`config.mk`:
```
export PLATFORM = sky130hd
export DESIGN_NAME = scrolling_text_console_flat
export DESIGN_NICKNAME = d
export VERILOG_FILES = /design/src/sv/stc_pkg.sv /design/src/sv/stc_in_if.sv /design/src/sv/stc_out_if.sv /design/src/sv/stc_front.sv /design/src/sv/stc_queue.sv /design/src/sv/stc_back.sv /design/src/sv/scrolling_text_console.sv /design/src/flat_wrapper.sv
export SDC_FILE = /design/constraint.sdc
export NUM_CORES = 1
export LEC_CHECK = 0
export ABC_CLOCK_PERIOD_IN_PS = 12120
export BUFFER_PORTS_ARGS = -buffer_cell sky130_fd_sc_hd__buf_2
export CAP_MARGIN = 15
export CELL_PAD_IN_SITES_DETAIL_PLACEMENT = 1
export CELL_PAD_IN_SITES_GLOBAL_PLACEMENT = 2
export CORE_AREA = 2 2 241 243
export CTS_CLUSTER_DIAMETER = 40
export CTS_CLUSTER_SIZE = 40
export DETAILED_ROUTE_END_ITERATION = 12
export DIE_AREA = 0 0 243 245
export PLACE_DENSITY_LB_ADDON = 0.1
export SLEW_MARGIN = 20
export SYNTH_ARGS = -nofsm -noshare
export SYNTH_HDL_FRONTEND = slang
export SYNTH_HIERARCHICAL = 1
export SYNTH_SLANG_ARGS = --single-unit
export TNS_END_PERCENT = 30
```
`constraint.sdc`:
```
create_clock -name clk -period 12.12 [get_ports clk]
set_input_delay 0.606 -clock clk [delete_from_list [all_inputs] [get_ports clk]]
set_output_delay 0.606 -clock clk [all_outputs]
set_load 0.02 [all_outputs]
```
`src/sv/stc_pkg.sv`:
```
`default_nettype none

package stc_pkg;

  // Character codes
  localparam logic [7:0] NEWLINE_CODE = 8'h0A;
  localparam logic [7:0] SPACE_CODE   = 8'h20;

  // Column field in a command word is sized for the widest supported line
  localparam int MAX_COL_W = 5;

  // Command queue depth
  localparam int QUEUE_DEPTH = 2;
  localparam int QUEUE_PTR_W = 1;
  localparam int QUEUE_CNT_W = 2;

  // What the back end has to do for one character
  typedef enum logic [1:0] {
    CMD_DRAW    = 2'd0,  // store and draw one cell on the bottom row
    CMD_FILL    = 2'd1,  // store the character, then scroll
    CMD_NEWLINE = 2'd2   // scroll only
  } cmd_kind_t;

  typedef struct packed {
    cmd_kind_t             kind;
    logic [MAX_COL_W-1:0]  col;
    logic [7:0]            glyph;
  } cmd_t;

endpackage

`default_nettype wire

```
`src/sv/stc_in_if.sv`:
```
`default_nettype none

interface stc_in_if;
  logic       valid;
  logic       ready;
  logic [7:0] char_code;

  modport source (output valid, output char_code, input ready);
  modport sink   (input valid, input char_code, output ready);
endinterface

`default_nettype wire

```
`src/sv/stc_out_if.sv`:
```
`default_nettype none

interface stc_out_if;
  logic       valid;
  logic       ready;
  logic [1:0] screen_row;
  logic [3:0] screen_column;
  logic [7:0] glyph;
  logic       refresh_now;
  logic       last;

  modport source (output valid, output screen_row, output screen_column, output glyph,
                  output refresh_now, output last, input ready);
  modport sink   (input valid, input screen_row, input screen_column, input glyph,
                  input refresh_now, input last, output ready);
endinterface

`default_nettype wire

```
`src/sv/stc_front.sv`:
```
`default_nettype none

module stc_front #(
  parameter int LINE_CHARS = 16
) (
  input  wire logic          clk,
  input  wire logic          rst_n,
  input  wire logic          in_valid,
  output logic               in_ready,
  input  wire logic [7:0]    char_code,
  input  wire logic          q_full,
  output logic               push,
  output stc_pkg::cmd_t      push_cmd
);

  localparam int CW = $clog2(LINE_CHARS);
  localparam logic [CW-1:0] COL_LAST = CW'(LINE_CHARS - 1);

  logic [CW-1:0] cursor_r;
  logic [CW-1:0] cursor_nxt;

  assign in_ready = !q_full;
  assign push     = in_valid && !q_full;

  // Classify the character and advance the cursor
  always_comb begin
    push_cmd.col   = stc_pkg::MAX_COL_W'(cursor_r);
    push_cmd.glyph = char_code;
    if (char_code == stc_pkg::NEWLINE_CODE) begin
      push_cmd.kind = stc_pkg::CMD_NEWLINE;
      cursor_nxt    = '0;
    end else if (cursor_r == COL_LAST) begin
      push_cmd.kind = stc_pkg::CMD_FILL;
      cursor_nxt    = '0;
    end else begin
      push_cmd.kind = stc_pkg::CMD_DRAW;
      cursor_nxt    = cursor_r + CW'(1);
    end
  end

  always_ff @(posedge clk) begin
    if (!rst_n) begin
      cursor_r <= '0;
    end else if (push) begin
      cursor_r <= cursor_nxt;
    end
  end

endmodule

`default_nettype wire

```
`src/sv/stc_queue.sv`:
```
`default_nettype none

module stc_queue (
  input  wire logic           clk,
  input  wire logic           rst_n,
  input  wire logic           push,
  input  wire stc_pkg::cmd_t  push_cmd,
  output logic                full,
  input  wire logic           pop,
  output logic                q_valid,
  output stc_pkg::cmd_t       pop_cmd
);

  stc_pkg::cmd_t                    slot_r [0:stc_pkg::QUEUE_DEPTH-1];
  logic [stc_pkg::QUEUE_PTR_W-1:0]  wr_ptr_r;
  logic [stc_pkg::QUEUE_PTR_W-1:0]  rd_ptr_r;
  logic [stc_pkg::QUEUE_CNT_W-1:0]  count_r;
  logic [stc_pkg::QUEUE_CNT_W-1:0]  count_nxt;

  assign full    = (count_r == stc_pkg::QUEUE_CNT_W'(stc_pkg::QUEUE_DEPTH));
  assign q_valid = (count_r != '0);
  assign pop_cmd = slot_r[rd_ptr_r];

  always_comb begin
    count_nxt = count_r;
    if (push && !(pop && q_valid)) begin
      count_nxt = count_r + stc_pkg::QUEUE_CNT_W'(1);
    end else if (!push && pop && q_valid) begin
      count_nxt = count_r - stc_pkg::QUEUE_CNT_W'(1);
    end
  end

  // Storage
  always_ff @(posedge clk) begin
    if (push) begin
      slot_r[wr_ptr_r] <= push_cmd;
    end
  end

  // Pointers and fill count
  always_ff @(posedge clk) begin
    if (!rst_n) begin
      wr_ptr_r <= '0;
      rd_ptr_r <= '0;
      count_r  <= '0;
    end else begin
      if (push) begin
        wr_ptr_r <= wr_ptr_r + stc_pkg::QUEUE_PTR_W'(1);
      end
      if (pop && q_valid) begin
        rd_ptr_r <= rd_ptr_r + stc_pkg::QUEUE_PTR_W'(1);
      end
      count_r <= count_nxt;
    end
  end

endmodule

`default_nettype wire

```
`src/sv/stc_back.sv`:
```
`default_nettype none

module stc_back #(
  parameter int TEXT_ROWS  = 4,
  parameter int LINE_CHARS = 16
) (
  input  wire logic           clk,
  input  wire logic           rst_n,
  input  wire logic           q_valid,
  input  wire stc_pkg::cmd_t  q_cmd,
  output logic                pop,
  output logic                out_valid,
  input  wire logic           out_ready,
  output logic [1:0]          out_row,
  output logic [3:0]          out_col,
  output logic [7:0]          out_glyph,
  output logic                out_refresh,
  output logic                out_last
);

  localparam int STORE_LINES = TEXT_ROWS - 1;
  localparam int RW    = $clog2(TEXT_ROWS);
  localparam int CW    = $clog2(LINE_CHARS);
  localparam int LW    = (STORE_LINES > 1) ? $clog2(STORE_LINES) : 1;
  localparam int AW    = LW + CW;
  localparam int DEPTH = 1 << AW;

  localparam logic [RW-1:0] ROW_LAST  = RW'(TEXT_ROWS - 1);
  localparam logic [CW-1:0] COL_LAST  = CW'(LINE_CHARS - 1);
  localparam logic [LW-1:0] LINE_LAST = LW'(STORE_LINES - 1);

  typedef enum logic [1:0] {
    ST_IDLE   = 2'b01,
    ST_SCROLL = 2'b10
  } state_t;

  state_t        state_r, state_nxt;

  // Read-issue stage of the scroll
  logic          a_active_r, a_active_nxt;
  logic [RW-1:0] a_row_r, a_row_nxt;
  logic [CW-1:0] a_col_r, a_col_nxt;

  // Read-data stage of the scroll
  logic          b_valid_r, b_valid_nxt;
  logic [RW-1:0] b_row_r, b_row_nxt;
  logic [CW-1:0] b_col_r, b_col_nxt;

  // Output register
  logic          out_valid_r, out_valid_nxt;
  logic [1:0]    out_row_r, out_row_nxt;
  logic [3:0]    out_col_r, out_col_nxt;
  logic [7:0]    out_glyph_r, out_glyph_nxt;
  logic          out_last_r, out_last_nxt;

  // Line store
  logic [7:0]    mem [0:DEPTH-1];
  logic [DEPTH-1:0] vld_r;
  logic [7:0]    rdata_r;
  logic          rvalid_r;
  logic          wr_en;
  logic [AW-1:0] wr_addr;
  logic [7:0]    wr_data;
  logic          rd_en;
  logic [AW-1:0] rd_addr;

  logic          out_free;
  logic          b_bottom;
  logic          b_final;
  logic [7:0]    b_glyph;
  logic [RW-1:0] b_row_up;
  logic [CW-1:0] q_col;

  assign out_free = !out_valid_r || out_ready;
  assign q_col    = q_cmd.col[CW-1:0];
  assign pop      = (state_r == ST_IDLE) && q_valid &&
                    ((q_cmd.kind != stc_pkg::CMD_DRAW) || out_free);

  // Glyph of the cell in the read-data stage; bottom row is always blank
  assign b_bottom = (b_row_r == ROW_LAST);
  assign b_final  = b_bottom && (b_col_r == COL_LAST);
  assign b_glyph  = (b_bottom || !rvalid_r) ? stc_pkg::SPACE_CODE : rdata_r;
  assign b_row_up = b_row_r - RW'(1);

  // Store write: a typed character, or a line moving up during a scroll
  always_comb begin
    wr_en   = 1'b0;
    wr_addr = {LINE_LAST, q_col};
    wr_data = q_cmd.glyph;
    if (pop && (q_cmd.kind != stc_pkg::CMD_NEWLINE)) begin
      wr_en = 1'b1;
    end else if ((state_r == ST_SCROLL) && out_free && b_valid_r && (b_row_r != '0)) begin
      wr_en   = 1'b1;
      wr_addr = {b_row_up[LW-1:0], b_col_r};
      wr_data = b_glyph;
    end
  end

  assign rd_en   = (state_r == ST_SCROLL) && out_free && a_active_r;
  assign rd_addr = {a_row_r[LW-1:0], a_col_r};

  // Control
  always_comb begin
    state_nxt     = state_r;
    a_active_nxt  = a_active_r;
    a_row_nxt     = a_row_r;
    a_col_nxt     = a_col_r;
    b_valid_nxt   = b_valid_r;
    b_row_nxt     = b_row_r;
    b_col_nxt     = b_col_r;
    out_valid_nxt = out_valid_r && !out_ready;
    out_row_nxt   = out_row_r;
    out_col_nxt   = out_col_r;
    out_glyph_nxt = out_glyph_r;
    out_last_nxt  = out_last_r;
    case (state_r)
      ST_IDLE: begin
        if (pop) begin
          if (q_cmd.kind == stc_pkg::CMD_DRAW) begin
            out_valid_nxt = 1'b1;
            out_row_nxt   = 2'(ROW_LAST);
            out_col_nxt   = 4'(q_col);
            out_glyph_nxt = q_cmd.glyph;
            out_last_nxt  = 1'b1;
          end else begin
            state_nxt    = ST_SCROLL;
            a_active_nxt = 1'b1;
            a_row_nxt    = '0;
            a_col_nxt    = '0;
            b_valid_nxt  = 1'b0;
          end
        end
      end
      ST_SCROLL: begin
        if (out_free) begin
          if (b_valid_r) begin
            out_valid_nxt = 1'b1;
            out_row_nxt   = 2'(b_row_r);
            out_col_nxt   = 4'(b_col_r);
            out_glyph_nxt = b_glyph;
            out_last_nxt  = b_final;
            if (!a_active_r) begin
              state_nxt = ST_IDLE;
            end
          end
          b_valid_nxt = a_active_r;
          b_row_nxt   = a_row_r;
          b_col_nxt   = a_col_r;
          if (a_active_r) begin
            if (a_col_r == COL_LAST) begin
              a_col_nxt = '0;
              if (a_row_r == ROW_LAST) begin
                a_active_nxt = 1'b0;
              end else begin
                a_row_nxt = a_row_r + RW'(1);
              end
            end else begin
              a_col_nxt = a_col_r + CW'(1);
            end
          end
        end
      end
      default: begin
        state_nxt = ST_IDLE;
      end
    endcase
  end

  // Control registers
  always_ff @(posedge clk) begin
    if (!rst_n) begin
      state_r     <= ST_IDLE;
      a_active_r  <= 1'b0;
      b_valid_r   <= 1'b0;
      out_valid_r <= 1'b0;
    end else begin
      state_r     <= state_nxt;
      a_active_r  <= a_active_nxt;
      b_valid_r   <= b_valid_nxt;
      out_valid_r <= out_valid_nxt;
    end
  end

  // Datapath registers
  always_ff @(posedge clk) begin
    a_row_r     <= a_row_nxt;
    a_col_r     <= a_col_nxt;
    b_row_r     <= b_row_nxt;
    b_col_r     <= b_col_nxt;
    out_row_r   <= out_row_nxt;
    out_col_r   <= out_col_nxt;
    out_glyph_r <= out_glyph_nxt;
    out_last_r  <= out_last_nxt;
  end

  // Per-entry valid bits: an unwritten entry reads as a space
  always_ff @(posedge clk) begin
    if (!rst_n) begin
      vld_r <= '0;
    end else if (wr_en) begin
      vld_r[wr_addr] <= 1'b1;
    end
  end

  // Line store memory, registered read
  always_ff @(posedge clk) begin
    if (wr_en) begin
      mem[wr_addr] <= wr_data;
    end
    if (rd_en) begin
      rdata_r  <= mem[rd_addr];
      rvalid_r <= vld_r[rd_addr];
    end
  end

  assign out_valid   = out_valid_r;
  assign out_row     = out_row_r;
  assign out_col     = out_col_r;
  assign out_glyph   = out_glyph_r;
  assign out_refresh = out_last_r;
  assign out_last    = out_last_r;

endmodule

`default_nettype wire

```
`src/sv/scrolling_text_console.sv`:
```
// A plain character gives its cell write via the command queue and output register.
// A newline or line-filling character gives TEXT_ROWS*LINE_CHARS writes, one per cycle
// while the receiver is ready, via the read-issue, read-data and output registers; the
// back end is busy until the last, set by the single read port of the line store.
// Input side takes one word per cycle into a 2-deep command queue unless it is full.
// Reset (rst_n low, synchronous) clears cursor, queue and control; store reads as spaces.
`default_nettype none

module scrolling_text_console #(
  parameter int TEXT_ROWS  = 4,
  parameter int LINE_CHARS = 16
) (
  input  wire logic  clk,
  input  wire logic  rst_n,
  stc_in_if.sink     in_ch,
  stc_out_if.source  out_ch
);

  logic           q_full;
  logic           push;
  stc_pkg::cmd_t  push_cmd;
  logic           pop;
  logic           q_valid;
  stc_pkg::cmd_t  pop_cmd;

  // Front end: cursor tracking and classification
  stc_front #(
    .LINE_CHARS (LINE_CHARS)
  ) u_front (
    .clk       (clk),
    .rst_n     (rst_n),
    .in_valid  (in_ch.valid),
    .in_ready  (in_ch.ready),
    .char_code (in_ch.char_code),
    .q_full    (q_full),
    .push      (push),
    .push_cmd  (push_cmd)
  );

  // Command queue
  stc_queue u_queue (
    .clk      (clk),
    .rst_n    (rst_n),
    .push     (push),
    .push_cmd (push_cmd),
    .full     (q_full),
    .pop      (pop),
    .q_valid  (q_valid),
    .pop_cmd  (pop_cmd)
  );

  // Back end: line store and cell-write sequencer
  stc_back #(
    .TEXT_ROWS  (TEXT_ROWS),
    .LINE_CHARS (LINE_CHARS)
  ) u_back (
    .clk         (clk),
    .rst_n       (rst_n),
    .q_valid     (q_valid),
    .q_cmd       (pop_cmd),
    .pop         (pop),
    .out_valid   (out_ch.valid),
    .out_ready   (out_ch.ready),
    .out_row     (out_ch.screen_row),
    .out_col     (out_ch.screen_column),
    .out_glyph   (out_ch.glyph),
    .out_refresh (out_ch.refresh_now),
    .out_last    (out_ch.last)
  );

endmodule

`default_nettype wire

```
`src/flat_wrapper.sv`:
```
// flat-port wrapper written by rule: the top's interface ports become plain ports
module scrolling_text_console_flat 
#(
  parameter int TEXT_ROWS  = 4,
  parameter int LINE_CHARS = 16
)
  (clk, rst_n, in_ch_valid, in_ch_char_code, in_ch_ready, out_ch_valid, out_ch_screen_row, out_ch_screen_column, out_ch_glyph, out_ch_refresh_now, out_ch_last, out_ch_ready);
  stc_in_if in_ch_i ();
  stc_out_if out_ch_i ();
  input  wire logic clk;
  input  wire logic rst_n;
  input wire logic [$bits(in_ch_i.valid)-1:0] in_ch_valid;
  input wire logic [$bits(in_ch_i.char_code)-1:0] in_ch_char_code;
  output wire logic [$bits(in_ch_i.ready)-1:0] in_ch_ready;
  output wire logic [$bits(out_ch_i.valid)-1:0] out_ch_valid;
  output wire logic [$bits(out_ch_i.screen_row)-1:0] out_ch_screen_row;
  output wire logic [$bits(out_ch_i.screen_column)-1:0] out_ch_screen_column;
  output wire logic [$bits(out_ch_i.glyph)-1:0] out_ch_glyph;
  output wire logic [$bits(out_ch_i.refresh_now)-1:0] out_ch_refresh_now;
  output wire logic [$bits(out_ch_i.last)-1:0] out_ch_last;
  input wire logic [$bits(out_ch_i.ready)-1:0] out_ch_ready;
  assign in_ch_i.valid = in_ch_valid;
  assign in_ch_i.char_code = in_ch_char_code;
  assign in_ch_ready = in_ch_i.ready;
  assign out_ch_valid = out_ch_i.valid;
  assign out_ch_screen_row = out_ch_i.screen_row;
  assign out_ch_screen_column = out_ch_i.screen_column;
  assign out_ch_glyph = out_ch_i.glyph;
  assign out_ch_refresh_now = out_ch_i.refresh_now;
  assign out_ch_last = out_ch_i.last;
  assign out_ch_i.ready = out_ch_ready;
  scrolling_text_console #(.TEXT_ROWS(TEXT_ROWS), .LINE_CHARS(LINE_CHARS)) u_core (.clk(clk), .rst_n(rst_n), .in_ch(in_ch_i), .out_ch(out_ch_i));
endmodule
```
## Word-level counts from Yosys, hierarchy flattened

Memory sizes are Yosys's and may differ from the RTL's. A register that Yosys moved wholly into a read port is not among the register bits.
Cells that the tools add are included.
W data, S select, Z words.

- Flip-flop bits (word level): 105
- Output and inout port bits: 18
- Bits in writable memories: 540
- Memories: 2
- Logic and storage cells: 165
- Input port bits: 12

Memory list:

| name | words | width | rd ports | clocked after memory_dff | write ports | RTL line | text |
|---|---|---|---|---|---|---|---|
| u_core.u_back.mem | 64 | 8 | 1 | 1 | 1 | stc_back.sv:57 | `logic [7:0] mem [0:DEPTH-1];` |
| u_core.u_queue.slot_r | 2 | 14 | 1 | 1 | 1 | stc_queue.sv:14 | `stc_pkg::cmd_t slot_r [0:stc_pkg::QUEUE_DEPTH-1];` |

- Bitwise operators: 1
- Reduce and logical (&&, ||, !) cells: 36
- Order comparisons: 3
- Multiplexer cells: 78
- Add/subtract/negate cells: 8
- Equality and inequality tests: 19

Operator list:

| operator | number |
|---|---|
| $or A64 B64 Y64 | 1 |
| $mux W8 | 7 |
| $mux W4 | 11 |
| $mux W2 | 18 |
| $mux W1 | 28 |
| $ne A2 B2 Y1 const B | 8 |
| $pmux W4 S2 | 2 |
| $pmux W8 S2 | 1 |
| $logic_and A1 B1 Y1 | 15 |
| $reduce_and A5 Y1 | 3 |
| $lt A6 B7 Y1 const B | 2 |
| $eq A4 B4 Y1 const B | 3 |
| $mux W6 | 2 |
| $pmux W2 S2 | 3 |
| $reduce_bool A2 Y1 | 5 |
| $add A4 B1 Y4 const B | 2 |
| $eq A2 B2 Y1 const B | 4 |
| $eq A8 B4 Y1 const B | 1 |
| $pmux W1 S2 | 4 |
| $reduce_and A7 Y1 | 1 |
| $bmux W1 S6 | 1 |
| $demux W1 S6 | 1 |
| $ge A6 B1 Y1 const B | 1 |
| $logic_not A1 Y1 | 6 |
| other kinds (9) | 15 |

## Longest topological paths before layout

Gate-level depths: netlist of run 1.

- Word-level depth: 12
- Depth in mapped cells: 10
- Depth with buffers taken out: 8

## Cells and area by module

The synthesis of run 1 kept the hierarchy.

Modules (own cells, without submodules):

| module | area an instance (µm²) | instances | cells each | seq. area each (µm²) |
|---|---|---|---|---|
| stc_back | 24,317.1 | 1 | 1,264 | 17,837.1 |
| stc_queue | 1,360.1 | 1 | 72 | 1,001.0 |
| stc_front | 322.8 | 1 | 40 | 80.1 |

## Worst setup path after synthesis of run 1

No wires, ideal clock.

- Kind: input to register
- Start point: input out_ch_ready
- End point: memory u_core.u_back.mem[0][0] (data pin)
- Arrival: 4.125 ns
- Slack: 7.293 ns
- Setup time: 0.702 ns
- Buffers on the path: 2
- Cell stages on the path: 6
- Required time: 11.418 ns
- Path through: nand2b_1 a21oi_2 o21ai_2 buf_4 clkbuf_1 o21ai_0

- Longest elaborated chain between the ends: 6
- Elaborated cells between the ends (all ways): 9
- Classes of those cells: mux (2); reduce/logical (7)

Ends and longest elaborated chain:

| element | RTL line | text |
|---|---|---|
| start, declared | flat_wrapper.sv:21 | `input wire logic [$bits(out_ch_i.ready)-1:0] out_ch_ready;` |
| $logic_or A1 B1 Y1 * | stc_back.sv:74 | `assign out_free = !out_valid_r \|\| out_ready;` |
| $logic_and A1 B1 Y1 (3 in a row) | stc_back.sv:92 | `end else if ((state_r == ST_SCROLL) && out_free && b_valid_r && (b_row_r != '0)) begin` |
| $mux W8 | stc_back.sv:92 |  |
| $mux W8 * | stc_back.sv:90 | `if (pop && (q_cmd.kind != stc_pkg::CMD_NEWLINE)) begin` |
| named net u_core.u_back.wr_data[0] | stc_back.sv:63 | `logic [7:0] wr_data;` |
| end, declared | stc_back.sv:57 |  |

Mark *: on every way through the listed nets, which the timed path passes. The rest lies on a longest branch.

==> results of run 1 <==
==> metal layers <==
metal,part of all wire,routed length [microns],vias to the layer above,global-route usage
met1,0.44,28320,6964,0.3121
met3,0.052,3345,101,0.03914
met5,0,0,-,0
met4,0.025,1646,0,0.07542
met2,0.49,31380,346,0.3577
li1,-,-,5689,-
==> cells in the final DEF (no fill, tap or decap), types with 23 or more instances in the layout <==
cell	n
clkbuf_16	100
o21a_1	66
edfxtp_1	576
mux4_2	156
buf_2	29
buf_4	27
dfxtp_1	78
nor2_1	92
mux2i_1	35
nand3_1	23
a21oi_1	24
nand2_1	33
==> through the flow <==
| step | total power, mW | instance area, sq um |
|---|---|---|
| after floorplan | 3.844 | 25910 |
| after detailed placement | 4.377 | 26880 |
| after global routing | 7.430 | 30280 |
| final | 7.162 | 30280 |
| after global placement | 4.366 | 26870 |
| after CTS | 7.251 | 30260 |
==> state kept, by name (all words and copies together) (netlist names), 2 cells and up, named ones only <==
signal and cells:
u_core/u_back/out_row 2, u_core/u_back/b_row_r 2, u_core/u_queue/count_r 2, u_core/u_back/vld_r 64, u_core/u_back/a_row_r 2, u_core/u_back/mem 512
u_core/u_back/b_col_r 4, u_core/u_back/a_col_r 4, u_core/u_queue/slot_r 28, u_core/u_back/rdata_r 8, u_core/u_back/out_col 4, u_core/u_back/state_r 2
u_core/u_back/out_glyph 8, u_core/u_front/cursor_r 4
==> power by group through the flow <==
| stage | registers, mW | logic, mW | clock network, mW |
|---|---|---|---|
| 2_1_floorplan | 2.68 | 1.16 | 0 |
| 3_3_place_gp | 2.68 | 1.68 | 0 |
| 3_5_place_dp | 2.68 | 1.69 | 0 |
| 4_1_cts | 2.64 | 1.70 | 2.91 |
| 5_1_grt | 2.65 | 1.78 | 3.00 |
| 6_report | 2.64 | 1.67 | 2.86 |
==> cell type report <==
class	instances	share of cell area
timing repair buffer	58	0.01281
clock buffer	112	0.08545
sequential	654	0.6228
multi-input combinational	615	0.2190
tap	765	0.03161
clock inverter	71	0.02628
inverter	17	0.002107
==> path summary, 6_finish.rpt <==
kind	from	to
worst max-delay path	flop	u_core/u_back/vld_r[59]
worst min-delay path	in_ch_char_code[0]	u_core/u_queue/slot_r[1][0]
worst max register to register	flop	u_core/u_back/vld_r[59]
worst min register to register	u_core/u_back/vld_r[14]	u_core/u_back/vld_r[14]
==> worst register-to-register path, cell delays in order (launching register included) <==
cell	delay (ns)
dfxtp_1	0.85
mux2_1	0.46
inv_1	0.09
a21oi_2	0.08
o21ai_4	0.13
buf_4	0.45
mux2i_2	0.95
nor2_1	0.45
o21a_1	0.29
==> flow_summary.ini, run 1 <==
[final_layout]
regArea_sq_um = 18860
fin_nets = 1463
multi_input_area_sq_um = 6630
fin_cells = 2292
antennaDiodeCount = 0
area_growth_syn_to_layout_pct = 16.85
drive_above_1_share = 0.2783
n_fill_cell = 5087
final_util = 0.5309

[setup_path]
cp_top_family = multiplexers
critPathArrivalTime_ns = 4.39
critical_path_class = reg2reg
critPathRequiredTime_ns = 12.65
cp_max_fo = 26
cp_cell_sequence = mux2_1, inv_1, a21oi_2, o21ai_4, buf_4, mux2i_2, nor2_1, o21a_1
rr_worst_depth = 8
crit_cells = 8
cpPeakStageDelay_ns = 0.95
cp-end-kind = flop
timing.critical_path.buf_inv = 2
critPathSlowestCell = mux2i_2
r2r_slack_ns = 8.25
startpoint_type = flop

[global_route]
track_usage = 0.2233
grt_pass1_wl_microns = 95730
grt_pass1_vias = 13777
grt_overflow = 0
antenna_found_initial = 0
grt_max_degree = 95

[status]
status = completed

[clock_tree]
cts.htree.levels = 3
root_buffer = clkbuf_16
cts_setup_buffers = 0
numCtsBuffers = 98
path_clk_slew_ns = 0.05
cts_resized = 0
ctsHoldBuffers = 0
clock_sinks = 654
clock_latency_ns = 0.65
clock_path_buffers = 3
cts_tree = done

[placed_design]
place_ws_ns = 8.216
numPortBuffers = 29
routabilityCongestion = 0.7756
placed_cells = 2108
hpwlAfterDp_microns = 38760

[die]
pin_count = 30
coreArea_sq_um = 57030
die_w_microns = 243
fp.dieH_microns = 245
initial_core_util = 0.4543
fp-row-count = 88
dieArea_sq_um = 59540

[min_path]
whs_path_depth = 1
hold_path_class = in2reg

[synth]
syn_area_sq_um = 25910
synth_fp_nets = 1390
synthCells = 1371
yosysWarnings = 6
avgSynthCellArea_sq_um = 18.90

[drt]
via_count = 13100
wl_microns = 64690
dr.pass1.iters = 5
routed_via_density = 5.716
wire_per_inst_microns = 28.22
drc_errors = 0
ant_nets = 0
first_iter_violations = 1051

[pwr]
swShare = 0.2956
seqPwrFrac = 0.368
comb_power_share = 0.233
clkPwrFrac = 0.399
vdd.ir_drop.worst_mv = 0.1509
power_density_nw_per_um2 = 236.5
p_leak_nw = 9.837
p_switching_mw = 2.117
p_int_mw = 5.045

[timing]
fin_skew_ns = 0.02035
report.final.slew_viol_count = 0
fin_crit_sh = 0.3192
rsz0062_at_grt = false
setup_slack_ns = 8.251
relSlewSlack = 0.2766
fin_setup_tns_ns = 0
min_period_ns = 3.869
hold_ws_ns = 0.1794
fmax_mhz = 258.5
worst-slew-pin-transition_ns = 1.064
finalHoldViolations = 0
setup_viol = 0

[run]
drv_cap = 0
(Power assumes the default switching activity.)
==> inputs of run 2 (changes only) <==
ABC_CLOCK_PERIOD_IN_PS = 3200   (was 12120)
CORE_AREA = 2 2 247 249   (was 2 2 241 243)
DIE_AREA = 0 0 249 251   (was 0 0 243 245)
clock period = 3.2 ns   (was 12.12 ns; I/O delays follow)
==> run 2 against run 1 <==
  * Largest cell class unchanged
  * Via count rose by 1.8%
  * Final cell count rose by 4.8%
  * Register-to-register slack got worse by 8.0 ns
  * Combinational power rose to 4.0 times the previous value
  * Clock skew rose by 0.015 ns
  * Critical endpoint is now u_core/u_back/mem[33][0]
==> flow_summary.ini, run 2 (synthesized netlist as in run 1, its figures left out) <==
[final_layout]
antennaDiodeCount = 0
n_fill_cell = 5340
fin_cells = 2403
drive_above_1_share = 0.3134
regMostFlops = u_core/u_back/mem
reg.largest.list = u_core/u_back/mem (512), u_core/u_back/vld_r (64), u_core/u_queue/slot_r (28)
final_cell_mix = 576 x edfxtp_1, 156 x mux4_2, 100 x clkbuf_16, 93 x buf_4, 92 x nor2_1
fin_nets = 1555
layout_commonest_cell = edfxtp_1
area_growth_syn_to_layout_pct = 20.68
largest_reg_flops = 512

[global_route]
track_usage = 0.2161
grt_overflow = 0
grt_pass1_wl_microns = 98500
grt_pass1_vias = 14381
antenna_found_initial = 0
grt_max_degree = 65

[setup_path]
cp_cell_sequence = mux2_1, a21oi_2, o21a_1, a31oi_1, nor2_1
critPathSlowestCell = nor2_1
critPathRequiredTime_ns = 3.45
cpPeakStageDelay_ns = 0.85
cp-end-kind = flop
startpoint_type = flop
cp_max_fo = 9
critPathArrivalTime_ns = 3.21
critical_path_class = reg2reg

[timing]
min_period_ns = 2.954
finalHoldViolations = 0
worst-slew-pin-transition_ns = 1.037
fin_setup_tns_ns = 0
hold_ws_ns = 0.2260
report.final.slew_viol_count = 0
fin_crit_sh = 0.9233
setup_viol = 0
fmax_mhz = 338.5
setup_slack_ns = 0.2456
fin_skew_ns = 0.03580
relSlewSlack = 0.3062
rsz0062_at_grt = false

[clock_tree]
root_buffer = clkbuf_16
cts_tree = done
numCtsBuffers = 98
cts.htree.levels = 3
path_clk_slew_ns = 0.06
cts_setup_buffers = 0
clock_sinks = 654
clock_latency_ns = 0.65
clock_path_buffers = 3

[die]
initial_core_util = 0.4334
coreArea_sq_um = 59790
fp.dieH_microns = 251
fp-row-count = 90
die_w_microns = 249
dieArea_sq_um = 62500
pin_count = 30

[run]
drv_cap = 0

[drt]
drc_errors = 0
wire_per_inst_microns = 27.33
routed_via_density = 5.552
ant_nets = 0
wl_microns = 65670
first_iter_violations = 986
via_count = 13341
dr.pass1.iters = 6

[pwr]
comb_power_share = 0.242
seqPwrFrac = 0.359
p_leak_nw = 10.43
swShare = 0.2939
p_switching_mw = 8.158
power_density_nw_per_um2 = 887.4
finalPower_mw = 27.75
clkPwrFrac = 0.399
p_int_mw = 19.60
vdd.ir_drop.worst_mv = 0.5736

[placed_design]
placed_cells = 2208
place_ws_ns = 0.1736
routabilityCongestion = 0.7582
numPortBuffers = 29
hpwlAfterDp_microns = 42670

[status]
status = completed

[min_path]
hold_path_class = in2reg
[run 2: cell count changes in the layout (fill, tap and decap cells not counted), sizes merged]
cell / change
inv: +2
bufinv: +2
clkinvlp: +2
clkinv: -2
clkbuf: -2
dlygate4sd3: +10
buf: +82
[run 2: per-stage QoR]
stage	util	area [sq um]
floorplan	-	25910
global placement	0.4632	27700
detailed placement	0.4632	27700
CTS	0.5230	31270
global route	0.5230	31270
finish	0.5230	31270
[run 2: area by class of cell]
| type | instances | area (sq um) | share of cell area |
|---|---|---|---|
| Inverter | 17 | 63.81 | 0.002040 |
| Timing Repair Buffer | 150 | 1295 | 0.04141 |
| Clock buffer | 110 | 2560 | 0.08186 |
| Multi-Input combinational cell | 615 | 6606 | 0.2112 |
| Tap cell | 782 | 978.4 | 0.03129 |
| Sequential cell | 654 | 18860 | 0.6030 |
| Clock inverter | 75 | 912.1 | 0.02917 |
[run 2: worst paths after layout]
path         slack (ns)                     from                       end  cells after the start
max                0.25                     flop  u_core/u_back/mem[33][0]                      5
min                0.23             out_ch_ready   u_core/u_back/out_valid                      5
max reg2reg        0.25                     flop  u_core/u_back/mem[33][0]                      5
min reg2reg        0.46  u_core/u_back/vld_r[58]   u_core/u_back/vld_r[58]                      1
[run 2: what timing repair did]
action                                  CTS  global route
hold buffers                             10             0
endpoints found under the hold margin    26             0
resized for setup                         0             1
endpoints found under the setup margin    0             7
[run 2: layer usage]
| layer | vias up | global-route usage | share of wire |
|---|---|---|---|
| met5 | - | 0 | 0 |
| met4 | 0 | 0.06424 | 0.019 |
| met3 | 81 | 0.03624 | 0.039 |
| met2 | 278 | 0.3592 | 0.50 |
| met1 | 7103 | 0.2948 | 0.45 |
| li1 | 5879 | - | - |
[run 2: worst max-delay path, delay by kind of cell (launching register included)]
kind / cells / cell delay [ns]
muxes: 1 / 0.42
AOI/OAI and AO/OA: 3 / 0.90
and+or+nand+nor: 1 / 0.85
DFF: 1 / 0.37
[run 2: power groups by stage]
stage | logic (mW) | clock network [mW] | registers (mW)
3_5_place_dp | 6.83 | 0 | 10.1
6_report | 6.72 | 11.1 | 9.97
4_1_cts | 6.86 | 11.3 | 9.97
3_3_place_gp | 6.78 | 0 | 10.1
2_1_floorplan | 4.41 | 0 | 10.1
5_1_grt | 7.18 | 11.6 | 9.98
==> inputs of run 3 (changes only) <==
CORE_AREA = 2 2 246 248   (was 2 2 247 249)
DIE_AREA = 0 0 248 250   (was 0 0 249 251)
SYNTH_HIERARCHICAL = not set   (was 1)
==> run 3 against run 2 <==
  * Critical path depth rose by 3
  * Sequential share of layout area shrank 0.63 points
  * Utilization increased by 0.75 points
  * Combinational power is 27% higher
  * Maximum frequency is 2.9% lower
  * Worst setup slack lost 0.089 ns
  * Clock power barely moved
  * Global-route usage increased by 3.4 points
  * Routed wire length rose by 15%
  * Synthesized area increased by 0.20%
  * Via count is 12% higher
  * Largest power group unchanged
==> flow_summary.ini, run 3 <==
[pwr]
vdd.ir_drop.worst_mv = 0.6026
p_leak_nw = 10.59
p_switching_mw = 9.804
clkPwrFrac = 0.361
power_density_nw_per_um2 = 950.3
swShare = 0.3265
finalPower_mw = 30.03
seqPwrFrac = 0.356
comb_power_share = 0.283
p_int_mw = 20.23

[timing]
fin_crit_sh = 0.9511
min_period_ns = 3.043
report.final.slew_viol_count = 0
setup_viol = 0
worst-slew-pin-transition_ns = 1.059
rsz0062_at_grt = false
setup_slack_ns = 0.1566
fin_setup_tns_ns = 0
hold_ws_ns = 0.04005
fin_skew_ns = 0.02138
relSlewSlack = 0.2938
finalHoldViolations = 0
fmax_mhz = 328.6

[setup_path]
r2r_slack_ns = 0.16
cp-endpoint = u_core.u_back.rdata_r[3]
rr_worst_depth = 8
critPathRequiredTime_ns = 3.59
critPathArrivalTime_ns = 3.44
reg2reg_to = u_core.u_back.rdata_r[3]
startpoint_type = flop
crit_path_start = u_core.u_back.a_col_r[1]
cp-end-kind = flop
r2r_start = u_core.u_back.a_col_r[1]
cp_max_fo = 28
critical_path_class = reg2reg

[die]
fp.dieH_microns = 250
pin_count = 30
coreArea_sq_um = 59570
fp-row-count = 90
initial_core_util = 0.4359
die_w_microns = 248
dieArea_sq_um = 62000

[synth]
synth_common_cells = 576 x edfxtp_1, 107 x mux4_2, 106 x mux2i_1
synth_ff_type = edfxtp_1
yosysWarnings = 0
synth_top_cell_by_area = edfxtp_1
synth_fp_nets = 1505
ys_types = 65
syn_area_sq_um = 25970
yosys.area.top_type_share = 0.6661
synthCells = 1486
synth.most_common_cell = edfxtp_1
ys_ff_latch = 654
yosysSeqAreaShare = 0.7263
async_flop_share = 0
synthTopCellsByArea = edfxtp_1 67%, mux4_2 9.3%, dfxtp_1 6.0%
synth_edf_count = 576
avgSynthCellArea_sq_um = 17.47

[placed_design]
numPortBuffers = 29
routabilityCongestion = 0.8420
hpwlAfterDp_microns = 48650
place_ws_ns = 0.1579

[drt]
routed_via_density = 5.845
via_count = 14894
wire_per_inst_microns = 29.69
wl_microns = 75660
drc_errors = 0
ant_nets = 0
dr.pass1.iters = 5
first_iter_violations = 1184

[final_layout]
regMostFlops = u_core.u_back.mem
reg.largest.list = u_core.u_back.mem (512), u_core.u_back.vld_r (64), u_core.u_queue.slot_r (28)
layout_commonest_cell = edfxtp_1
largest_reg_flops = 512
final_cell_mix = 576 x edfxtp_1, 126 x buf_4, 107 x mux4_2, 104 x mux2i_1, 95 x clkbuf_16
fin_nets = 1702
drive_above_1_share = 0.2742
multi_input_area_sq_um = 6728
area_growth_syn_to_layout_pct = 21.71
n_fill_cell = 5407
regArea_sq_um = 18860

[status]
status = completed

[global_route]
grt_max_degree = 66
antenna_found_initial = 2
track_usage = 0.2505
grt_pass1_vias = 15520
grt_pass1_wl_microns = 110300
grt_overflow = 0

[clock_tree]
path_clk_slew_ns = 0.06
clock_path_buffers = 3
cts_resized = 0
cts.htree.levels = 3
cts_tree = done
root_buffer = clkbuf_16
clock_sinks = 654
numCtsBuffers = 94
clock_latency_ns = 0.64

[run]
drv_cap = 0

[min_path]
hold_path_class = in2reg
==> run 3: cell types whose count changed in the layout (fill, tap and decap cells not counted), moves of 15 or more <==
cell / delta
buf_4: +33
o21ai_0: +46
o21a_1: -33
mux2i_1: +65
a21oi_1: +45
a221oi_1: +15
nand2_1: +35
mux4_2: -49
nor2_1: -26
==> run 3: worst min-delay path by stage <==
| stage | start | endpoint | slack [ns] | depth (start not counted) |
|---|---|---|---|---|
| after floorplan | in_ch_char_code[0] | u_core.u_queue.slot_r[0][0] | 0.26 | 0 |
| after global placement | in_ch_char_code[0] | u_core.u_queue.slot_r[1][0] | 0.37 | 1 |
| after detailed placement | in_ch_char_code[0] | u_core.u_queue.slot_r[0][0] | 0.37 | 1 |
| after CTS | out_ch_ready | u_core.u_back.out_valid | 0.03 | 5 |
| after global routing | out_ch_ready | u_core.u_back.out_valid | 0.06 | 5 |
| final | out_ch_ready | u_core.u_back.out_valid | 0.04 | 5 |
==> run 3: cell families after synthesis <==
logic type / Yosys count / synth area share
mux: 225 / 0.1389
xor+xnor: 5 / 0.001687
buf+inv: 100 / 0.01908
simple gates: 212 / 0.03990
fa+ha+maj: 7 / 0.003373
compound gates: 283 / 0.07083
flops: 654 / 0.7263
==> run 3: per-stage QoR <==
step / cell area (sq um) / std cells / util
global placement: 28130 / 2359 / 0.4722
floorplan: 25970 / 1486 / -
detailed placement: 28160 / 2360 / 0.4727
global route: 31600 / 2547 / 0.5305
CTS: 31600 / 2547 / 0.5305
finish: 31600 / 2548 / 0.5305
==> run 3: critical path, stage by stage, from the launching register on <==
cell      delay, ns
edfxtp_1       0.47
buf_12         0.23
buf_12         0.27
buf_4          0.24
and2_0         0.60
a221oi_1       0.17
o21ai_0        0.35
a22oi_1        0.21
and3_1         0.23
==> run 3: power groups by stage <==
stage	combinational, mW	clock [mW]	sequential, mW
6_report	8.51	10.8	10.7
5_1_grt	9.00	11.3	10.7
4_1_cts	8.61	11.0	10.7
3_5_place_dp	8.57	0	10.8
3_3_place_gp	8.46	0	10.8
2_1_floorplan	4.78	0	10.9
==> run 3: area by class of cell <==
cell class / count / area share
clock inverters: 77 / 0.02981
diodes: 1 / 0.00007918
multi-input cells: 732 / 0.2129
inverters: 15 / 0.001782
flip-flops and latches: 654 / 0.5967
well taps: 782 / 0.03096
repair buffers: 186 / 0.05155
clock buffers: 101 / 0.07625
==> run 3: timing repair <==
item,4_1_cts,5_1_grt
endpoints found under the hold margin,18,0
hold buffers,9,0
buffers inserted,0,0
==> run 3: metal layers <==
metal | GRT usage | vias to the layer above | wire length (microns)
met5 | 0 | - | 0
met4 | 0.08503 | 0 | 2102
met3 | 0.04484 | 113 | 4118
met2 | 0.4030 | 436 | 36940
met1 | 0.3440 | 7920 | 32500
li1 | - | 6425 | -
